### config.mk
export PLATFORM = sky130hd
export DESIGN_NAME = capseg_ctrl
export DESIGN_NICKNAME = d
export VERILOG_FILES = /design/src/rtl/capseg_pkg.sv /design/src/rtl/capseg_ctrl.sv
export SDC_FILE = /design/constraint.sdc
export NUM_CORES = 1
export LEC_CHECK = 0
export BUFFER_PORTS_ARGS = -buffer_cell sky130_fd_sc_hd__buf_2
export CORE_MARGIN = 2
export CORE_UTILIZATION = 55
export CTS_BUF_LIST = sky130_fd_sc_hd__clkbuf_4 sky130_fd_sc_hd__clkbuf_8
export DETAILED_ROUTE_END_ITERATION = 16
export GPL_TIMING_DRIVEN = 0
export PLACE_DENSITY = 0.88
export SYNTH_ARGS = -nofsm -noshare
export SYNTH_HDL_FRONTEND = slang
export SYNTH_SLANG_ARGS = --single-unit
### constraint.sdc
create_clock -name clk -period 2 [get_ports clk]
set_input_delay 0.2 -clock clk [delete_from_list [all_inputs] [get_ports clk]]
set_output_delay 0.2 -clock clk [all_outputs]
set_load 0.005 [all_outputs]
### src/rtl/capseg_pkg.sv
// Shared types, constants and tables of the capsule segment core.
// Used by capseg_ctrl, capseg_dp and the top level.
package capseg_pkg;

  localparam int FRAC_BITS_DEF    = 16;
  localparam int CORDIC_STEPS_DEF = 16;
  localparam int ATAN_ENTRIES     = 24;
  localparam int ATAN_IDX_W       = 5;
  localparam int CFG_AW           = 3;
  localparam int MUL_AW           = 37;
  localparam int MUL_BW           = 16;
  localparam int ACC_W            = 69;
  localparam int CRD_W            = 37;
  localparam int ANG_W            = 33;
  localparam int OUT_DATA_W       = 208;
  localparam int IN_DATA_W        = 64;

  localparam logic [29:0] HALF_PI_Q29   = 30'd843314857;
  localparam logic [31:0] INV_GAIN_Q28  = 32'd163008218;
  localparam logic [15:0] ROT_LIMIT     = 16'd25736;

  localparam logic [CFG_AW-1:0] REG_ORIGIN_X  = 3'd0;
  localparam logic [CFG_AW-1:0] REG_ORIGIN_Y  = 3'd1;
  localparam logic [CFG_AW-1:0] REG_VIEW_BOX  = 3'd2;
  localparam logic [CFG_AW-1:0] REG_EXTENT    = 3'd3;
  localparam logic [CFG_AW-1:0] REG_STROKE_W  = 3'd4;
  localparam logic [CFG_AW-1:0] REG_MIN_RATIO = 3'd5;

  typedef enum logic [1:0] {
    MSRC_X,
    MSRC_Y,
    MSRC_MIN,
    MSRC_LEN
  } msrc_t;

  typedef enum logic [3:0] {
    S_IDLE,
    S_MXL,
    S_MXH,
    S_MXF,
    S_MYL,
    S_MYH,
    S_MYF,
    S_MNL,
    S_MNH,
    S_DEC,
    S_CORD,
    S_LNL,
    S_LNH,
    S_EMIT,
    S_SEGB
  } state_t;

  typedef struct packed {
    logic  load;
    logic  mul_lo;
    logic  mul_hi;
    msrc_t src;
    logic  fin_x;
    logic  fin_y;
    logic  fin_min;
    logic  store_first;
    logic  store_prev;
    logic  seg_start;
    logic  seg_b;
    logic  cordic_step;
    logic  emit;
    logic  run_last;
  } cmd_t;

  typedef struct packed {
    logic div_busy;
    logic cordic_last;
    logic out_free;
  } stat_t;

  function automatic logic [29:0] atan_q29(input logic [ATAN_IDX_W-1:0] idx);
    logic [29:0] v;
    unique case (idx)
      5'd0:  v = 30'd421657428;
      5'd1:  v = 30'd248918915;
      5'd2:  v = 30'd131521918;
      5'd3:  v = 30'd66762579;
      5'd4:  v = 30'd33510843;
      5'd5:  v = 30'd16771758;
      5'd6:  v = 30'd8387925;
      5'd7:  v = 30'd4194219;
      5'd8:  v = 30'd2097141;
      5'd9:  v = 30'd1048575;
      5'd10: v = 30'd524288;
      5'd11: v = 30'd262144;
      5'd12: v = 30'd131072;
      5'd13: v = 30'd65536;
      5'd14: v = 30'd32768;
      5'd15: v = 30'd16384;
      5'd16: v = 30'd8192;
      5'd17: v = 30'd4096;
      5'd18: v = 30'd2048;
      5'd19: v = 30'd1024;
      5'd20: v = 30'd512;
      5'd21: v = 30'd256;
      5'd22: v = 30'd128;
      5'd23: v = 30'd64;
      default: v = 30'd0;
    endcase
    return v;
  endfunction

endpackage

### src/rtl/capseg_ctrl.sv
// Sequencing state machine of the capsule segment core.
// Depends on capseg_pkg; drives capseg_dp through cmd_t and reads stat_t.
module capseg_ctrl (
  input  logic                   clk,
  input  logic                   rst_n,
  input  logic                   in_tvalid,
  output logic                   in_tready,
  input  logic                   in_tlast,
  input  logic [2:0]             in_tuser,
  input  capseg_pkg::stat_t      stat,
  output capseg_pkg::cmd_t       cmd
);

  capseg_pkg::state_t state_r, state_nxt;
  logic [1:0] cpts_r, cpts_nxt;
  logic       cstart_r, cend_r, closed_r, seg_b_r, seg_b_nxt;
  logic       accept;
  logic       wrap;

  assign accept = in_tvalid && in_tready;
  assign wrap   = cend_r && closed_r && !seg_b_r;

  always_ff @(posedge clk) begin
    if (!rst_n) begin
      state_r <= capseg_pkg::S_IDLE;
      cpts_r  <= 2'd0;
      seg_b_r <= 1'b0;
    end else begin
      state_r <= state_nxt;
      cpts_r  <= cpts_nxt;
      seg_b_r <= seg_b_nxt;
    end
  end

  always_ff @(posedge clk) begin
    if (accept) begin
      cstart_r <= in_tuser[1];
      cend_r   <= in_tlast;
      closed_r <= in_tuser[2];
    end
  end

  always_comb begin
    state_nxt = state_r;
    cpts_nxt  = cpts_r;
    seg_b_nxt = seg_b_r;
    unique case (state_r)
      capseg_pkg::S_IDLE: if (accept) state_nxt = capseg_pkg::S_MXL;
      capseg_pkg::S_MXL:  state_nxt = capseg_pkg::S_MXH;
      capseg_pkg::S_MXH:  state_nxt = capseg_pkg::S_MXF;
      capseg_pkg::S_MXF:  state_nxt = capseg_pkg::S_MYL;
      capseg_pkg::S_MYL:  state_nxt = capseg_pkg::S_MYH;
      capseg_pkg::S_MYH:  state_nxt = capseg_pkg::S_MYF;
      capseg_pkg::S_MYF:  state_nxt = capseg_pkg::S_MNL;
      capseg_pkg::S_MNL:  state_nxt = capseg_pkg::S_MNH;
      capseg_pkg::S_MNH:  state_nxt = capseg_pkg::S_DEC;
      capseg_pkg::S_DEC: begin
        seg_b_nxt = 1'b0;
        if (cstart_r || cpts_r == 2'd0) begin
          cpts_nxt  = cend_r ? 2'd0 : 2'd1;
          state_nxt = capseg_pkg::S_IDLE;
        end else begin
          cpts_nxt  = 2'd2;
          state_nxt = capseg_pkg::S_CORD;
        end
      end
      capseg_pkg::S_CORD: if (stat.cordic_last) state_nxt = capseg_pkg::S_LNL;
      capseg_pkg::S_LNL:  state_nxt = capseg_pkg::S_LNH;
      capseg_pkg::S_LNH:  state_nxt = capseg_pkg::S_EMIT;
      capseg_pkg::S_EMIT: begin
        if (stat.out_free) begin
          if (wrap) begin
            state_nxt = capseg_pkg::S_SEGB;
          end else begin
            if (cend_r) cpts_nxt = 2'd0;
            state_nxt = capseg_pkg::S_IDLE;
          end
        end
      end
      capseg_pkg::S_SEGB: begin
        seg_b_nxt = 1'b1;
        state_nxt = capseg_pkg::S_CORD;
      end
      default: state_nxt = capseg_pkg::S_IDLE;
    endcase
  end

  always_comb begin
    cmd       = '0;
    cmd.src   = capseg_pkg::MSRC_X;
    in_tready = 1'b0;
    unique case (state_r)
      capseg_pkg::S_IDLE: begin
        in_tready = !stat.div_busy;
        cmd.load  = accept;
      end
      capseg_pkg::S_MXL: cmd.mul_lo = 1'b1;
      capseg_pkg::S_MXH: cmd.mul_hi = 1'b1;
      capseg_pkg::S_MXF: cmd.fin_x  = 1'b1;
      capseg_pkg::S_MYL: begin
        cmd.mul_lo = 1'b1;
        cmd.src    = capseg_pkg::MSRC_Y;
      end
      capseg_pkg::S_MYH: begin
        cmd.mul_hi = 1'b1;
        cmd.src    = capseg_pkg::MSRC_Y;
      end
      capseg_pkg::S_MYF: cmd.fin_y = 1'b1;
      capseg_pkg::S_MNL: begin
        cmd.mul_lo = 1'b1;
        cmd.src    = capseg_pkg::MSRC_MIN;
      end
      capseg_pkg::S_MNH: begin
        cmd.mul_hi = 1'b1;
        cmd.src    = capseg_pkg::MSRC_MIN;
      end
      capseg_pkg::S_DEC: begin
        cmd.fin_min    = 1'b1;
        cmd.store_prev = 1'b1;
        if (cstart_r || cpts_r == 2'd0) cmd.store_first = 1'b1;
        else                            cmd.seg_start   = 1'b1;
      end
      capseg_pkg::S_CORD: cmd.cordic_step = 1'b1;
      capseg_pkg::S_LNL: begin
        cmd.mul_lo = 1'b1;
        cmd.src    = capseg_pkg::MSRC_LEN;
      end
      capseg_pkg::S_LNH: begin
        cmd.mul_hi = 1'b1;
        cmd.src    = capseg_pkg::MSRC_LEN;
      end
      capseg_pkg::S_EMIT: begin
        cmd.emit     = stat.out_free;
        cmd.run_last = !wrap;
      end
      capseg_pkg::S_SEGB: begin
        cmd.seg_start = 1'b1;
        cmd.seg_b     = 1'b1;
      end
      default: cmd.load = 1'b0;
    endcase
  end

`ifndef SYNTH
  a_emit_free: assert property (@(posedge clk) disable iff (!rst_n)
    cmd.emit |-> stat.out_free) else $error("result written over a waiting one");
  a_no_accept_div: assert property (@(posedge clk) disable iff (!rst_n)
    in_tready |-> !stat.div_busy) else $error("item taken during scale division");
  a_cpts_range: assert property (@(posedge clk) disable iff (!rst_n)
    cpts_r != 2'd3) else $error("contour point count out of range");
  a_segb_after_emit: assert property (@(posedge clk) disable iff (!rst_n)
    state_r == capseg_pkg::S_SEGB |-> $past(cmd.emit)) else $error("wrap without result");
`endif

endmodule

== Word-level counts from Yosys, hierarchy flattened ==
Index checks and enable logic that the tools add are counted.
Storage, ports and cells
  register bits: 10
  input bits: 10
  logic and storage cells: 70
Cells by class
  equal/unequal tests: 19
  mux-type cells: 27
  reductions and logical operators: 18
Operators by type and width (number)
  $pmux 4 s15: 1
  $eq 4x4->1 const B: 7
  $mux 4: 5
  $eq 4x3->1 const B: 4
  $mux 1: 11
  $mux 2: 5
  $ne 2x2->1 const B: 5
  $eq 4x2->1 const B: 2
  $reduce_or 4->1: 2
  $pmux 2 s3: 1
  $reduce_or 2->1: 3
  $eq 4x1->1 const B: 1
  $logic_not 4->1: 1
  $pmux 1 s2: 2
  $pmux 2 s2: 1
  $reduce_and 4->1: 1
  $reduce_bool 2->1: 2
  $logic_and 1x1->1: 3
  $logic_not 1->1: 3
  $mux 3: 1
  $reduce_and 3->1: 1
  $logic_not 2->1: 1
  $logic_or 1x1->1: 1

== Longest topological paths before layout ==
  word-level depth: 5
  depth in mapped cells: 6
  gate-level depth less buffers: 4

== Least setup slack after synthesis ==
No wires, ideal clock.
  kind: register to register
  start point: reg state_r[3]
  end point: reg cpts_r[0]
  library setup time: 0.070 ns
  data arrival time: 1.259 ns
  data required time: 1.930 ns
  path slack: 0.671 ns
  stages on the path, launching flop included: 6
  buffers on the path: 1
  clock period less this slack: 1.329 ns
  path through: dfxtp_1 buf_4 and4bb_2 a21oi_2 or4_1 a21oi_1
Between the ends
  cells in the longest elaborated chain, start to end: 3
Ends and longest elaborated chain
  start: declaration: RTL line capseg_ctrl.sv:14  | capseg_pkg::state_t state_r, state_nxt;
  start signal: assignment: RTL line capseg_ctrl.sv:25  | state_r <= capseg_pkg::S_IDLE;
  start signal: assignment: RTL line capseg_ctrl.sv:29  | state_r <= state_nxt;
  $eq 4x4->1: RTL line capseg_ctrl.sv:47  | unique case (state_r)
  $ne 2x2->1 (no line) or $reduce_bool 2->1 (tied branches)
  $reduce_and 4->1 (no line)
  end signal: assignment: RTL line capseg_ctrl.sv:30  | cpts_r <= cpts_nxt;
  end: declaration: RTL line capseg_ctrl.sv:15  | logic [1:0] cpts_r, cpts_nxt;
Parallel ways exist; a longest one is shown, timed or not.
A chain may end at the register's enable or synchronous reset.

==> impl_metrics.yaml <==
timing:
  hold_viol: 0
  worst_slew_pin_slew_ps: 321
  skew_ps: 4.67
  fmax_mhz: 562
  slew_headroom_pct: 78.3
  rsz0062_at_grt: "false"
  fin_tns_setup_ps: 0
  maxSlewViolCount: 0
  period_needed_ps: 1780
  min_period_over_period_pct: 89.0
  setup_violations: 0
detailed_routing:
  post_drt_wl_per_cell_um: 13.2
  via_count: 823
  antenna_left: 0
  first_pass_iters: 4
  totalWireLength_mm: 1.86
  vias_per_cell: 5.84
  drc: 0
  drt_iter0_drc: 39
place:
  place.port_buffers: 24
  dp_hpwl_mm: 1.38
  routabilityCongestion: 0.834
hold_path:
  min_path_type: "input pin to flop"
  whs_path_depth: 1
  min_to: "closed_r"
  min_from: "in_tuser[2]"
floorplanning:
  initial_utilization_pct: 58.6
  rows: 13
  io_pins: 26
  die_area_um2: 1680
  die_h_um: 41.0
  die_w_um: 41.0
  core_um2: 1280
global_route:
  grt_overflow_total: 0
  grt_max_degree: 11
  grt_pass1_vias: 654
  grt_pass1_wl_mm: 2.82
  grt.total_usage_pct: 25.4
  grt_antenna_before_repair: 0
worst_setup_path:
  r2r_end: "state_r[1]"
  crit_fanout: 10
  endpoint_kind: "primary output"
  worstSetupStartpointType: "flop"
  ff2ff_setup_slack_ps: 470
  critPathArrivalTime_ps: 1580
  crit_start: "state_r[1]"
  ff2ff_path_depth: 4
  critPathKind: "flop to primary output"
  reg2reg_from: "state_r[1]"
  crit_required_ps: 1800
synthesis:
  yosysTopAreaCell: "dfxtp_1"
  yosys.area_share.adder_pct: 0
  synthMuxAreaShare_pct: 2.66
  synth-seq-cells: 10
  synth_xor_xnor_area_share_pct: 0
  synth_cell_types: 34
  yosysSeqAreaShare_pct: 30.6
  syn-cell-area_um2: 753
  synth_top_area_share_pct: 18.6
  syn_area_per_cell_um2: 7.69
  yosys_warnings: 0
  synth_simple_gate_area_share_pct: 38.0
  async_flop_share_pct: 0
  synth-compound-area-share_pct: 21.6
  synthFlopType: "dfxtp_1"
  syn_inst: 98
  synth_top_family_by_area: "simple AND/OR/NAND/NOR gates"
  synthTopCellsByCount: "nand2_1 (11), nor2_1 (11), o21ai_0 (8), dfxtp_1 (7), nand2b_1 (7)"
  synth-edff-count: 3
  synth.net_count: 108
  synthTopCellsByArea: "dfxtp_1 (19%), edfxtp_1 (12%), nand2b_1 (5.8%)"
layout:
  antenna_cells: 0
  drive_gt1_share_pct: 31.7
  final_nets: 137
  area_growth_pct: 21.9
run_status:
  status: "complete, no violations"
clock_tree:
  hold_buffers: 0
  cts_buffers: 3
  cts_max_level: 1
  cts_tree: "done"
  clk_pin_slew_ps: 70
  clkLatencyLatePin_ps: 270
  cts_resized: 0
  cts_sinks: 10
  post_cts_buffers: 0
  clock_path_buffers: 2
  cts_root_buf: "clkbuf_4"
pwr:
  p_per_area_nw_per_um2: 445
  totalPowerFinal_uw: 409
  leakage_uw: 0.000410
  ir_drop_mv: 0.550
job:
  max-cap-violations: 0
==> critical path, cell delays in order (launching register included) <==
cell      delay, ps
dfxtp_1         490
buf_2           260
nand2b_1        170
a21boi_0        180
o21ai_0          80
buf_2           130
==> per-layer routing <==
layer | global-route usage [%] | wire length [um] | up-vias
met5 | 0 | 0 | -
met2 | 39.8 | 868 | 38
li1 | - | - | 406
met1 | 33.9 | 826 | 377
met3 | 8.15 | 155 | 2
met4 | 5.00 | 8 | 0
==> worst max-delay path by stage <==
stage / to / slack, ps / cells after the start
after CTS: cmd[12] / 250 / 5
after detailed placement: cstart_r / 510 / 5
after global placement: state_r[1] / 550 / 4
after floorplan: cpts_r[0] / 670 / 5
final: cmd[12] / 220 / 5
after global routing: cmd[12] / 70 / 5
==> kinds of logic (layout without fill, tap and decap cells) <==
group                  count (synthesis)  count (layout)
AO/OA/AOI/OAI                         26              26
multiplexers                           2               2
buffers and inverters                  9              37
AND/OR/NAND/NOR                       51              51
flip-flops                            10              10
==> placed cells by master, fill, tap and decap left out <==
master and instances:
a21boi_0 1, a21oi_1 6, a21oi_2 1, a221oi_1 1, a22o_1 1, a22oi_1 1
a31oi_1 1, a32oi_1 1, a41oi_1 1, and2_1 3, and2b_1 1, and4b_4 1
and4bb_2 2, buf_2 28, buf_4 4, clkbuf_4 3, clkinv_1 1, dfxtp_1 7
edfxtp_1 3, inv_1 1, mux2i_1 2, nand2_1 11, nand2b_1 7, nand3_1 2
nand3b_1 1, nand4b_1 1, nor2_1 11, nor2b_1 3, nor3_1 3, nor4b_1 1
o211ai_1 3, o21ai_0 8, o21ai_1 1, or2_2 1, or3_1 2, or4_1 1
==> power by group <==
| part | internal (uW) | switching [uW] | total (uW) |
|---|---|---|---|
| Sequential | 214 | 4.12 | 218 |
| Combinational | 19.9 | 24.5 | 44.4 |
| Clock | 72.2 | 73.9 | 146 |
==> flip-flops by register name, indices dropped and copies added, names as in the netlist <==
register	cells
state_r	4
cpts_r	2
cend_r	1
closed_r	1
cstart_r	1
seg_b_r	1
==> layout make-up <==
class                           instances  area [um2]
Buffer                                  8        50.0
Sequential cell                        10         230
Multi-Input combinational cell         79         469
Clock inverter                          1        3.75
Inverter                                1        3.75
Tap cell                               15        18.8
Fill cell                             103         367
Clock buffer                            3        22.5
Timing Repair Buffer                   24         120
==> metrics by stage <==
stage	cells	setup slack (ps)	hold slack, ps	util (%)	cell area (um2)
6_report	141	220	106	71.5	918
5_1_grt	141	66.5	87.8	71.5	918
4_1_cts	141	250	102	71.5	918
3_5_place_dp	137	515	378	69.4	892
3_3_place_gp	137	547	376	69.4	892
2_1_floorplan	98	671	299	-	753
No activity file was read; power rests on OpenSTA's default activity.
