<file path="config.mk">
export PLATFORM = sky130hd
export DESIGN_NAME = capseg_dp
export DESIGN_NICKNAME = d
export VERILOG_FILES = /design/src/rtl/capseg_pkg.sv /design/src/rtl/capseg_dp.sv
export SDC_FILE = /design/constraint.sdc
export NUM_CORES = 2
export LEC_CHECK = 0
export BUFFER_PORTS_ARGS = -buffer_cell sky130_fd_sc_hd__buf_4
export CELL_PAD_IN_SITES_DETAIL_PLACEMENT = 1
export CELL_PAD_IN_SITES_GLOBAL_PLACEMENT = 1
export CORE_MARGIN = 10
export CORE_UTILIZATION = 50
export DETAILED_ROUTE_END_ITERATION = 10
export HOLD_SLACK_MARGIN = 0.12
export PLACE_DENSITY_LB_ADDON = 0.1
export SYNTH_ARGS = -nofsm -noshare
export SYNTH_HDL_FRONTEND = slang
export SYNTH_SLANG_ARGS = --single-unit
</file>
<file path="constraint.sdc">
create_clock -name clk -period 14.9 [get_ports clk]
set_input_delay 3.725 -clock clk [delete_from_list [all_inputs] [get_ports clk]]
set_output_delay 3.725 -clock clk [all_outputs]
set_load 0.005 [all_outputs]
</file>
<file path="src/rtl/capseg_pkg.sv">
// Shared types, constants and tables of the capsule segment core.
// Used by capseg_ctrl, capseg_dp and the top level.
package capseg_pkg;

  localparam int FRAC_BITS_DEF    = 16;
  localparam int CORDIC_STEPS_DEF = 16;
  localparam int ATAN_ENTRIES     = 24;
  localparam int ATAN_IDX_W       = 5;
  localparam int CFG_AW           = 3;
  localparam int MUL_AW           = 37;
  localparam int MUL_BW           = 16;
  localparam int ACC_W            = 69;
  localparam int CRD_W            = 37;
  localparam int ANG_W            = 33;
  localparam int OUT_DATA_W       = 208;
  localparam int IN_DATA_W        = 64;

  localparam logic [29:0] HALF_PI_Q29   = 30'd843314857;
  localparam logic [31:0] INV_GAIN_Q28  = 32'd163008218;
  localparam logic [15:0] ROT_LIMIT     = 16'd25736;

  localparam logic [CFG_AW-1:0] REG_ORIGIN_X  = 3'd0;
  localparam logic [CFG_AW-1:0] REG_ORIGIN_Y  = 3'd1;
  localparam logic [CFG_AW-1:0] REG_VIEW_BOX  = 3'd2;
  localparam logic [CFG_AW-1:0] REG_EXTENT    = 3'd3;
  localparam logic [CFG_AW-1:0] REG_STROKE_W  = 3'd4;
  localparam logic [CFG_AW-1:0] REG_MIN_RATIO = 3'd5;

  typedef enum logic [1:0] {
    MSRC_X,
    MSRC_Y,
    MSRC_MIN,
    MSRC_LEN
  } msrc_t;

  typedef enum logic [3:0] {
    S_IDLE,
    S_MXL,
    S_MXH,
    S_MXF,
    S_MYL,
    S_MYH,
    S_MYF,
    S_MNL,
    S_MNH,
    S_DEC,
    S_CORD,
    S_LNL,
    S_LNH,
    S_EMIT,
    S_SEGB
  } state_t;

  typedef struct packed {
    logic  load;
    logic  mul_lo;
    logic  mul_hi;
    msrc_t src;
    logic  fin_x;
    logic  fin_y;
    logic  fin_min;
    logic  store_first;
    logic  store_prev;
    logic  seg_start;
    logic  seg_b;
    logic  cordic_step;
    logic  emit;
    logic  run_last;
  } cmd_t;

  typedef struct packed {
    logic div_busy;
    logic cordic_last;
    logic out_free;
  } stat_t;

  function automatic logic [29:0] atan_q29(input logic [ATAN_IDX_W-1:0] idx);
    logic [29:0] v;
    unique case (idx)
      5'd0:  v = 30'd421657428;
      5'd1:  v = 30'd248918915;
      5'd2:  v = 30'd131521918;
      5'd3:  v = 30'd66762579;
      5'd4:  v = 30'd33510843;
      5'd5:  v = 30'd16771758;
      5'd6:  v = 30'd8387925;
      5'd7:  v = 30'd4194219;
      5'd8:  v = 30'd2097141;
      5'd9:  v = 30'd1048575;
      5'd10: v = 30'd524288;
      5'd11: v = 30'd262144;
      5'd12: v = 30'd131072;
      5'd13: v = 30'd65536;
      5'd14: v = 30'd32768;
      5'd15: v = 30'd16384;
      5'd16: v = 30'd8192;
      5'd17: v = 30'd4096;
      5'd18: v = 30'd2048;
      5'd19: v = 30'd1024;
      5'd20: v = 30'd512;
      5'd21: v = 30'd256;
      5'd22: v = 30'd128;
      5'd23: v = 30'd64;
      default: v = 30'd0;
    endcase
    return v;
  endfunction

endpackage

</file>
<file path="src/rtl/capseg_dp.sv">
// Datapath of the capsule segment core: registers, scale divider, mapping
// multiplier, CORDIC vectoring unit and result register. Depends on capseg_pkg.
module capseg_dp #(
  parameter int FRAC_BITS    = capseg_pkg::FRAC_BITS_DEF,
  parameter int CORDIC_STEPS = capseg_pkg::CORDIC_STEPS_DEF
) (
  input  logic                                clk,
  input  logic                                rst_n,
  input  logic                                cfg_we,
  input  logic [capseg_pkg::CFG_AW-1:0]       cfg_addr,
  input  logic [31:0]                         cfg_wdata,
  input  logic [capseg_pkg::IN_DATA_W-1:0]    in_tdata,
  input  logic                                in_path_start,
  input  capseg_pkg::cmd_t                    cmd,
  output capseg_pkg::stat_t                   stat,
  output logic                                out_tvalid,
  input  logic                                out_tready,
  output logic [capseg_pkg::OUT_DATA_W-1:0]   out_tdata,
  output logic                                out_tuser,
  output logic                                out_tlast
);

  localparam int DW     = 31 + FRAC_BITS;
  localparam int DCW    = $clog2(DW + 1);
  localparam int NSTEP  = (CORDIC_STEPS < capseg_pkg::ATAN_ENTRIES) ?
                          CORDIC_STEPS : capseg_pkg::ATAN_ENTRIES;
  localparam int AW     = capseg_pkg::ACC_W;
  localparam int CW     = capseg_pkg::CRD_W;
  localparam int GW     = capseg_pkg::ANG_W;

  // configuration
  logic signed [31:0] org_x_r, org_y_r, vbox_r, ratio_r;
  logic [30:0]        extent_r, stroke_r;
  logic signed [31:0] box;
  logic [29:0]        rad;
  logic [30:0]        ratio_pos;

  always_ff @(posedge clk) begin
    if (!rst_n) begin
      org_x_r  <= '0;
      org_y_r  <= '0;
      vbox_r   <= 32'sd24 <<< FRAC_BITS;
      extent_r <= 31'd1 << FRAC_BITS;
      stroke_r <= 31'd1 << FRAC_BITS;
      ratio_r  <= '0;
    end else if (cfg_we) begin
      unique case (cfg_addr)
        capseg_pkg::REG_ORIGIN_X:  org_x_r  <= cfg_wdata;
        capseg_pkg::REG_ORIGIN_Y:  org_y_r  <= cfg_wdata;
        capseg_pkg::REG_VIEW_BOX:  vbox_r   <= cfg_wdata;
        capseg_pkg::REG_EXTENT:    extent_r <= cfg_wdata[30:0];
        capseg_pkg::REG_STROKE_W:  stroke_r <= cfg_wdata[30:0];
        capseg_pkg::REG_MIN_RATIO: ratio_r  <= cfg_wdata;
        default:                   org_x_r  <= org_x_r;
      endcase
    end
  end

  assign box       = (vbox_r > 0) ? vbox_r : (32'sd24 <<< FRAC_BITS);
  assign rad       = (stroke_r[30:1] == '0) ? 30'd1 : stroke_r[30:1];
  assign ratio_pos = ratio_r[31] ? 31'd0 : ratio_r[30:0];

  // scale divider, one quotient bit a cycle
  logic          div_go_r;
  logic [DCW-1:0] div_cnt_r;
  logic [DW-1:0] dvd_r, quo_r;
  logic [31:0]   rem_r;
  logic [32:0]   rem_sh;
  logic          rem_ge;
  logic [31:0]   scale;

  assign rem_sh = {rem_r, dvd_r[DW-1]};
  assign rem_ge = rem_sh >= {1'b0, box};

  always_ff @(posedge clk) begin
    if (!rst_n) begin
      div_go_r  <= 1'b1;
      div_cnt_r <= '0;
    end else begin
      div_go_r <= cfg_we && (cfg_addr == capseg_pkg::REG_VIEW_BOX ||
                             cfg_addr == capseg_pkg::REG_EXTENT);
      if (div_go_r)              div_cnt_r <= DCW'(DW);
      else if (div_cnt_r != '0)  div_cnt_r <= div_cnt_r - 1'b1;
    end
  end

  always_ff @(posedge clk) begin
    if (div_go_r) begin
      dvd_r <= {extent_r, {FRAC_BITS{1'b0}}};
      rem_r <= '0;
      quo_r <= '0;
    end else if (div_cnt_r != '0) begin
      dvd_r <= {dvd_r[DW-2:0], 1'b0};
      rem_r <= rem_ge ? 32'(rem_sh - {1'b0, box}) : rem_sh[31:0];
      quo_r <= {quo_r[DW-2:0], rem_ge};
    end
  end

  assign scale = (|quo_r[DW-1:32]) ? 32'hFFFF_FFFF : quo_r[31:0];

  // point mapping
  logic [31:0]        mag_x_r, mag_y_r;
  logic               neg_x_r, neg_y_r;
  logic signed [32:0] dxi, dyi, half_box;

  assign half_box = 33'(box >>> 1);
  assign dxi = 33'($signed(in_tdata[31:0]))  - half_box;
  assign dyi = 33'($signed(in_tdata[63:32])) - half_box;

  always_ff @(posedge clk) begin
    if (cmd.load) begin
      mag_x_r <= dxi[32] ? 32'(-dxi) : dxi[31:0];
      mag_y_r <= dyi[32] ? 32'(-dyi) : dyi[31:0];
      neg_x_r <= dxi[32];
      neg_y_r <= !dyi[32];
    end
  end

  // shared multiplier, two 16-bit passes
  logic [capseg_pkg::MUL_AW-1:0] mul_a;
  logic [capseg_pkg::MUL_BW-1:0] mul_b;
  logic [capseg_pkg::MUL_AW+capseg_pkg::MUL_BW-1:0] prod;
  logic [AW-1:0] acc_r;
  logic signed [CW-1:0] cx_r, cy_r;

  always_comb begin
    unique case (cmd.src)
      capseg_pkg::MSRC_X: begin
        mul_a = capseg_pkg::MUL_AW'(mag_x_r);
        mul_b = cmd.mul_hi ? scale[31:16] : scale[15:0];
      end
      capseg_pkg::MSRC_Y: begin
        mul_a = capseg_pkg::MUL_AW'(mag_y_r);
        mul_b = cmd.mul_hi ? scale[31:16] : scale[15:0];
      end
      capseg_pkg::MSRC_MIN: begin
        mul_a = capseg_pkg::MUL_AW'({rad, 1'b0});
        mul_b = cmd.mul_hi ? {1'b0, ratio_pos[30:16]} : ratio_pos[15:0];
      end
      capseg_pkg::MSRC_LEN: begin
        mul_a = cx_r[capseg_pkg::MUL_AW-1:0];
        mul_b = cmd.mul_hi ? capseg_pkg::INV_GAIN_Q28[31:16]
                           : capseg_pkg::INV_GAIN_Q28[15:0];
      end
      default: begin
        mul_a = '0;
        mul_b = '0;
      end
    endcase
  end

  assign prod = mul_a * mul_b;

  always_ff @(posedge clk) begin
    if (cmd.mul_lo)      acc_r <= AW'(prod);
    else if (cmd.mul_hi) acc_r <= acc_r + (AW'(prod) << 16);
  end

  logic [AW-1:0]        tmag;
  logic signed [AW+1:0] org_ext, msum;
  logic                 fneg;
  logic signed [31:0]   mapped;

  assign tmag    = acc_r >> FRAC_BITS;
  assign org_ext = (AW+2)'(cmd.fin_x ? org_x_r : org_y_r);
  assign fneg    = cmd.fin_x ? neg_x_r : neg_y_r;
  assign msum    = fneg ? org_ext - $signed({2'b00, tmag})
                        : org_ext + $signed({2'b00, tmag});
  assign mapped  = (msum > (AW+2)'(32'sh7FFF_FFFF)) ? 32'sh7FFF_FFFF :
                   (msum < -(AW+2)'(33'sh0_8000_0000)) ? 32'sh8000_0000 : msum[31:0];

  logic signed [31:0] px_r, py_r, prev_x_r, prev_y_r, first_x_r, first_y_r;
  logic [AW-1:0]      min_r;

  always_ff @(posedge clk) begin
    if (!rst_n) begin
      prev_x_r  <= '0;
      prev_y_r  <= '0;
      first_x_r <= '0;
      first_y_r <= '0;
    end else begin
      if (cmd.store_prev) begin
        prev_x_r <= px_r;
        prev_y_r <= py_r;
      end
      if (cmd.store_first) begin
        first_x_r <= px_r;
        first_y_r <= py_r;
      end
    end
  end

  always_ff @(posedge clk) begin
    if (cmd.fin_x)   px_r  <= mapped;
    if (cmd.fin_y)   py_r  <= mapped;
    if (cmd.fin_min) min_r <= acc_r >> FRAC_BITS;
  end

  // segment set-up and CORDIC vectoring
  logic signed [31:0] ax, ay, bx, by;
  logic signed [32:0] sdx, sdy, csx, csy;
  logic signed [CW-1:0] ex, ey;
  logic signed [GW-1:0] ang_r;
  logic signed [31:0]   cen_x_r, cen_y_r;
  logic                 zero_r;
  logic [capseg_pkg::ATAN_IDX_W-1:0] it_r;
  logic signed [CW-1:0] xs, ys;
  logic signed [GW-1:0] at;

  assign ax  = cmd.seg_b ? px_r : prev_x_r;
  assign ay  = cmd.seg_b ? py_r : prev_y_r;
  assign bx  = cmd.seg_b ? first_x_r : px_r;
  assign by  = cmd.seg_b ? first_y_r : py_r;
  assign sdx = 33'(bx) - 33'(ax);
  assign sdy = 33'(by) - 33'(ay);
  assign csx = 33'(bx) + 33'(ax);
  assign csy = 33'(by) + 33'(ay);
  assign ex  = CW'(sdx);
  assign ey  = CW'(sdy);
  assign xs  = cx_r >>> it_r;
  assign ys  = cy_r >>> it_r;
  assign at  = GW'(capseg_pkg::atan_q29(it_r));

  always_ff @(posedge clk) begin
    if (cmd.seg_start) begin
      cen_x_r <= csx[32:1];
      cen_y_r <= csy[32:1];
      zero_r  <= (sdx == '0) && (sdy == '0);
      it_r    <= '0;
      if (!sdx[32]) begin
        cx_r  <= ex;
        cy_r  <= ey;
        ang_r <= '0;
      end else if (!sdy[32]) begin
        cx_r  <= ey;
        cy_r  <= -ex;
        ang_r <= GW'(capseg_pkg::HALF_PI_Q29);
      end else begin
        cx_r  <= -ey;
        cy_r  <= ex;
        ang_r <= -GW'(capseg_pkg::HALF_PI_Q29);
      end
    end else if (cmd.cordic_step) begin
      it_r <= it_r + 1'b1;
      if (cy_r > 0) begin
        cx_r  <= cx_r + ys;
        cy_r  <= cy_r - xs;
        ang_r <= ang_r + at;
      end else begin
        cx_r  <= cx_r - ys;
        cy_r  <= cy_r + xs;
        ang_r <= ang_r - at;
      end
    end
  end

  // result
  logic [AW-1:0]        len;
  logic                 kept;
  logic [AW-1:0]        hsum;
  logic [30:0]          hw;
  logic signed [GW:0]   rsum;
  logic signed [GW-16:0] rq;
  logic [15:0]          rot;
  logic [31:0]          fig_r, drop_r, fig_n, drop_n;
  logic                 out_valid_r;
  logic [capseg_pkg::OUT_DATA_W-1:0] out_data_r;
  logic                 out_kept_r, out_last_r;

  assign len  = zero_r ? '0 : AW'((acc_r + (AW'(1) << 27)) >> 28);
  assign kept = !(len < min_r);
  assign hsum = (len >> 1) + AW'(rad);
  assign hw   = (hsum > AW'(31'h7FFF_FFFF)) ? 31'h7FFF_FFFF : hsum[30:0];
  assign rsum = (GW+1)'(ang_r) + (GW+1)'(32768);
  assign rq   = rsum[GW:16];
  assign rot  = zero_r ? 16'd0 :
                (rq > (GW-15)'($signed({1'b0, capseg_pkg::ROT_LIMIT}))) ?
                  capseg_pkg::ROT_LIMIT :
                (rq < -(GW-15)'($signed({1'b0, capseg_pkg::ROT_LIMIT}))) ?
                  16'(-capseg_pkg::ROT_LIMIT) : rq[15:0];
  assign fig_n  = (kept && fig_r != '1) ? fig_r + 1'b1 : fig_r;
  assign drop_n = (!kept && drop_r != '1) ? drop_r + 1'b1 : drop_r;

  always_ff @(posedge clk) begin
    if (!rst_n) begin
      fig_r       <= '0;
      drop_r      <= '0;
      out_valid_r <= 1'b0;
    end else begin
      if (cmd.load && in_path_start) begin
        fig_r  <= '0;
        drop_r <= '0;
      end else if (cmd.emit) begin
        fig_r  <= fig_n;
        drop_r <= drop_n;
      end
      if (cmd.emit)          out_valid_r <= 1'b1;
      else if (out_tready)   out_valid_r <= 1'b0;
    end
  end

  always_ff @(posedge clk) begin
    if (cmd.emit) begin
      out_kept_r <= kept;
      out_last_r <= cmd.run_last;
      out_data_r <= {3'b000, drop_n, fig_n,
                     kept ? rot : 16'd0, rad, kept ? hw : 31'd0,
                     kept ? cen_y_r : 32'sd0, kept ? cen_x_r : 32'sd0};
    end
  end

  assign out_tvalid = out_valid_r;
  assign out_tdata  = out_data_r;
  assign out_tuser  = out_kept_r;
  assign out_tlast  = out_last_r;

  assign stat.div_busy    = div_go_r || (div_cnt_r != '0);
  assign stat.cordic_last = (it_r == capseg_pkg::ATAN_IDX_W'(NSTEP - 1));
  assign stat.out_free    = !out_valid_r || out_tready;

endmodule

</file>
== Word level (Yosys, flattened, before mapping) ==
Memory sizes are Yosys's and may differ from the RTL's. A register that Yosys moved wholly into a read port is not among the register bits.
Index checks and enable logic that the tools add are counted.

* Output and inout bits: 214
* Memories: 1
* Register bits: 1136
* ROM bits: 928
* Logic and storage cells: 180
* Memory bits (writable): 0
* Bits in latches: 0
* Input bits: 119

{| class="wikitable"
|+ Memories
! memory !! words !! width !! rd ports !! clocked after Yosys merged registers in !! wr ports !! line !! text
|-
| (no name shown) || 32 || 29 || 1 || 1 || 0 || capseg_pkg.sv:79 || <nowiki>unique case (idx)</nowiki>
|}

* Divide/modulo/power cells: 0
* Reductions and logical operators: 34
* $mul: 1
* Shifts and indexed selects: 2
* $add $sub $neg: 27
* Equal/unequal tests: 11
* $lt $le $gt $ge: 9
* Mux-type cells: 52
* Bitwise operators: 1

{| class="wikitable"
|+ Operators with widths
! operator !! count
|-
| 32-bit 2-to-1 mux || 13
|-
| 37-bit 2-to-1 mux || 10
|-
| 33-bit 2-to-1 mux || 5
|-
| 37-bit one-hot mux with 4 select lines || 1
|-
| 71-bit 2-to-1 mux || 2
|-
| 53-bit 2-to-1 mux || 2
|-
| 47-bit 2-to-1 mux || 2
|-
| 37-bit adder || 2
|-
| 33-bit negation with 37-bit output || 2
|-
| 37-bit by 5-bit >>> shifter with 37-bit output || 2
|-
| 37-bit subtractor || 2
|-
| 71-bit by 54-bit adder with 71-bit output || 1
|-
| 71-bit by 32-bit greater-than comparator with 1-bit output (second input constant) || 1
|-
| 71-bit by 32-bit < comparator with 1-bit output (second input constant) || 1
|-
| 71-bit by 54-bit subtractor with 71-bit output || 1
|-
| 69-bit by 28-bit adder with 69-bit output (second input constant) || 1
|-
| 69-bit adder || 1
|-
| 32-bit by 32-bit adder with 33-bit output || 2
|-
| 33-bit logical NOT || 2
|-
| 32-bit by 31-bit subtractor with 33-bit output || 2
|-
| 32-bit by 32-bit subtractor with 33-bit output || 2
|-
| 32-bit by 1-bit adder with 32-bit output (second input constant) || 2
|-
| 32-bit inequality test (second input constant) || 2
|-
| 32-bit negation || 2
|-
| other kinds (44) || 74
|}

== Longest topological paths before layout ==
* Depth after elaboration: 8
* Gate-level depth with buffers: 47

== Worst setup path after synthesis ==
OpenSTA, ideal clock, no wires.

* Path type: input to register
* Start: input cmd[12] (netlist name)
* End: register acc_r[67]
* Arrival: 13.794 ns
* Path slack: 0.961 ns
* Setup time: 0.145 ns
* Cell stages on the path: 44
* Buffers on the path: 4
* Data required time: 14.755 ns
* Cell sequence: clkbuf_1 > buf_1 > clkbuf_1 > o21ai_0 > a32oi_1 > clkbuf_1 > nand2_1 > fa_1 > inv_1 > fa_1 > inv_1 > fa_1 > fa_1 > inv_1 > fa_1 > inv_1 > fa_1 > inv_1 > [... 8 more ...] > a21o_1 > a21oi_1 > xnor2_1 > ha_1 > and4_1 > and2_1 > a22oi_1 > o2111ai_1 > o21a_1 > o211ai_1 > a2bb2oi_1 > a211oi_1 > o31ai_1 > nor2_1 > a211oi_1 > o21ai_0 > xnor2_1 > o22ai_1

* Cells in the longest elaborated chain, start to end: 4
* Elaborated cells between the ends (all ways): 6

{| class="wikitable"
|+ Ends and longest elaborated chain
! element !! line !! text
|-
| start: declaration || capseg_dp.sv:14 || <nowiki>input capseg_pkg::cmd_t cmd,</nowiki>
|-
| 15-bit 2-to-1 mux (tied with other cells) || capseg_dp.sv:142 || <nowiki>mul_b = cmd.mul_hi ? capseg_pkg::INV_GAIN_Q28[31:16]</nowiki>
|-
| 16-bit one-hot mux with 3 select lines || capseg_dp.sv:127 || <nowiki>unique case (cmd.src)</nowiki>
|-
| 37-bit by 16-bit multiplier with 53-bit output || capseg_dp.sv:152 || <nowiki>assign prod = mul_a * mul_b;</nowiki>
|-
| 69-bit adder || capseg_dp.sv:156 || <nowiki>else if (cmd.mul_hi) acc_r <= acc_r + (AW'(prod) << 16);</nowiki>
|-
| end signal: assignment || capseg_dp.sv:155 || <nowiki>if (cmd.mul_lo) acc_r <= AW'(prod);</nowiki>
|-
| end signal: assignment || capseg_dp.sv:156 ||
|-
| end: declaration || capseg_dp.sv:123 || <nowiki>logic [AW-1:0] acc_r;</nowiki>
|}

Parallel ways exist; a longest one is shown, timed or not.
A chain may end at the register's enable or synchronous reset.

== Worst setup path after layout ==
* Start: input cmd[11] (netlist name)
* End: register acc_r[68]

* Cells in the longest elaborated chain, start to end: 5
* Elaborated cells between the ends (all ways): 9

{| class="wikitable"
|+ Ends and longest elaborated chain
! element !! line
|-
| 2-bit by 1-bit == test with 1-bit output / 2-bit logical NOT (equally long branches) || capseg_dp.sv:127
|-
| 2-bit OR reduction (no line) || --
|-
| 16-bit one-hot mux with 3 select lines || capseg_dp.sv:127
|-
| 37-bit by 16-bit multiplier with 53-bit output (*) || capseg_dp.sv:152
|-
| 69-bit adder (*) || capseg_dp.sv:156
|}

Every way passes the cells marked *; elsewhere a longest branch is shown, timed or not.

==> flow_metrics.tcl <==
set metrics [dict create \
    outcome "completed" \
    post-synth-top-area-fraction_pct 18.6 \
    critPathMaxStageDelay_ns 0.60 \
    clock.fmax_mhz 71.4 \
    drt_wl_total_um 393000 \
    cp_common_cell "fa_1" \
    antenna_left 0 \
    ys.warnings.count 0 \
    postCtsResizedCells 0 \
    post_cts_buffers 0 \
    synth.largest_area_cell "edfxtp_1" \
    io_pins 333 \
    hold_path_class "flip-flop to flip-flop" \
    first_iter_violations 7495 \
    maxCapViolations 0 \
    dieWidth_um 471 \
    dieArea_mm2 0.222 \
    synth_most_common_cell "nand2_1" \
    netlist-cell-type-count 103 \
    crit_arrival_ns 14.72 \
    crit_path_max_fanout 34 \
    cp-end-kind "flip-flop" \
    grt_pass1_vias 93603 \
    cts_buffer_depth 3 \
    avgRoutedWirePerCell_um 27.5 \
    grt_overflow 0 \
    cts-hold-fix-buffers 0 \
    rsz0062_at_grt "no" \
    coreArea_mm2 0.202 \
    setup_viol 0 \
    drive_gt1_share_pct 9.55 \
    path_delay_family "compound AO/OA/AOI/OAI gates" \
    yosys_most_used_dff "edfxtp_1" \
    ys_top_cells_by_area "edfxtp_1, dfxtp_1, fa_1" \
    synth.ff_latch_count 1148 \
    slew_headroom_pct 20.0 \
    fin_nets 12791 \
    gp_congestion 0.986 \
    cts_tree "built" \
    synth_top_cells_by_count "nand2_1, inv_1, nor2_1" \
    min_period_ns 14.00 \
    dieHeight_um 471 \
    finalMaxSlewViolations 0 \
    via_count 89029 \
    start_kind "primary input" \
    clk_pin_slew_worst_paths_ns 0.07 \
    grt_pass1_wl_um 591000 \
    cts_buffers 137 \
    io_buffers 329 \
    clock_latency_ns 0.84 \
    rows 165 \
    start_util_pct 50.3 \
    htreeDepth 4 \
    avgViaCountPerCell 6.22 \
    ys_seq_area_share_pct 28.8 \
    grt_max_degree 122 \
    critPathBufInv 5 \
    drc 0 \
    cts-root-buf "clkbuf_16" \
    setup_tns_ns 0 \
    crit_required_ns 15.62 \
    clock-sinks 1148 \
    grtUsageTotal_pct 34.4 \
    tightest_slew_ns 1.18 \
    syn_to_final_growth_pct 9.41 \
    synth_enable_flop_cells 630 \
    ys_async_sr_fraction_pct 0 \
    syn_area_mm2 0.102 \
    netlist_instances 11455 \
    period_share_pct 94.0 \
    cpMaxStageDelayCell "o21a_1" \
    critPathKind "primary input to flip-flop" \
    dpl.hpwl_um 305000 \
    dr.pass1.iters 5 \
    avgSynthCellArea_um2 8.88 \
    fin_worst_skew_ns 0.0571 \
    hold_viol_final 0 \
    antenna_found_initial 34 \
]
[per-layer routing]
layer	part of all wire (%)	wire length, um	vias up	GRT usage, %
li1	-	-	39833	-
met2	47	185000	3181	57.1
met3	7.3	28600	860	6.83
met4	5.7	22600	10	17.4
met5	0.018	70	-	0
met1	40	157000	45145	42.6
[worst min-delay path: stages (launching register included)]
cell     delay, ns
dfxtp_1       0.32
nand2_1       0.06
a21oi_1       0.06
[worst paths after layout]
path | to | cells after the start | startpoint | slack, ns
max | acc_r[68] | 40 | cmd[11] | 0.90
min | quo_r[8] | 2 | quo_r[7] | 0.43
max reg2reg | acc_r[68] | 41 | stroke_r[7] | 2.46
min reg2reg | quo_r[8] | 2 | quo_r[7] | 0.43
[area by class of cell]
cell class / count / area (um^2)
fillers: 23365 / 91100
multi-input cells: 8805 / 66900
flip-flops and latches: 1148 / 29300
clock buffers: 179 / 3690
repair buffers: 478 / 3620
inverters: 934 / 3510
well taps: 2672 / 3340
clock inverters: 74 / 855
diodes: 16 / 40.0
[sequential cells by signal, summed over array words and instances, names as in the netlist, 33 cells and up]
signal     cells
out_tdata    205
acc_r         53
min_r         53
quo_r         47
cx_r          37
cy_r          37
ang_r         33
[logic make-up after synthesis]
family,after synthesis,synth area share (%)
buf+inv,1520,5.68
fa+ha+maj,1169,18.1
mux,569,7.27
flops,1148,28.8
simple gates,3762,17.4
xor+xnor,868,7.49
other cells,2,0.00739
compound gates,2417,15.2
[stage by stage]
step	hold WS (ns)	cells	setup slack [ns]	utilization, %	area, um^2
6_report	0.432	14306	0.896	55.0	111000
5_1_grt	0.470	14299	0.0781	55.0	111000
4_1_cts	0.415	14289	1.01	55.0	111000
3_5_place_dp	0.452	14036	0.156	52.7	107000
3_3_place_gp	0.442	14036	0.342	52.7	107000
2_1_floorplan	0.432	11473	0.961	-	102000
[cell usage in the layout, fill, tap and decap left out, types with 181 or more instances in the layout]
cell      netlist  layout
nor3_1        192     190
nand3_1       209     209
a21boi_0      200     199
xnor2_1       496     496
mux2i_1       283     282
xor2_1        371     371
a21o_1        220     220
dfxtp_1       518     513
edfxtp_1      630     630
inv_1         926     925
nand2_1      1477    1475
o21ai_0       481     481
a21oi_1       686     685
buf_4           4     472
and3_1        181     181
ha_1          667     667
nor2_1        771     769
nor2b_1       219     219
fa_1          501     501
Power is left out: the tool's default activity adds up to more than one toggle a clock period on the data nets, which glitch-free logic cannot reach.
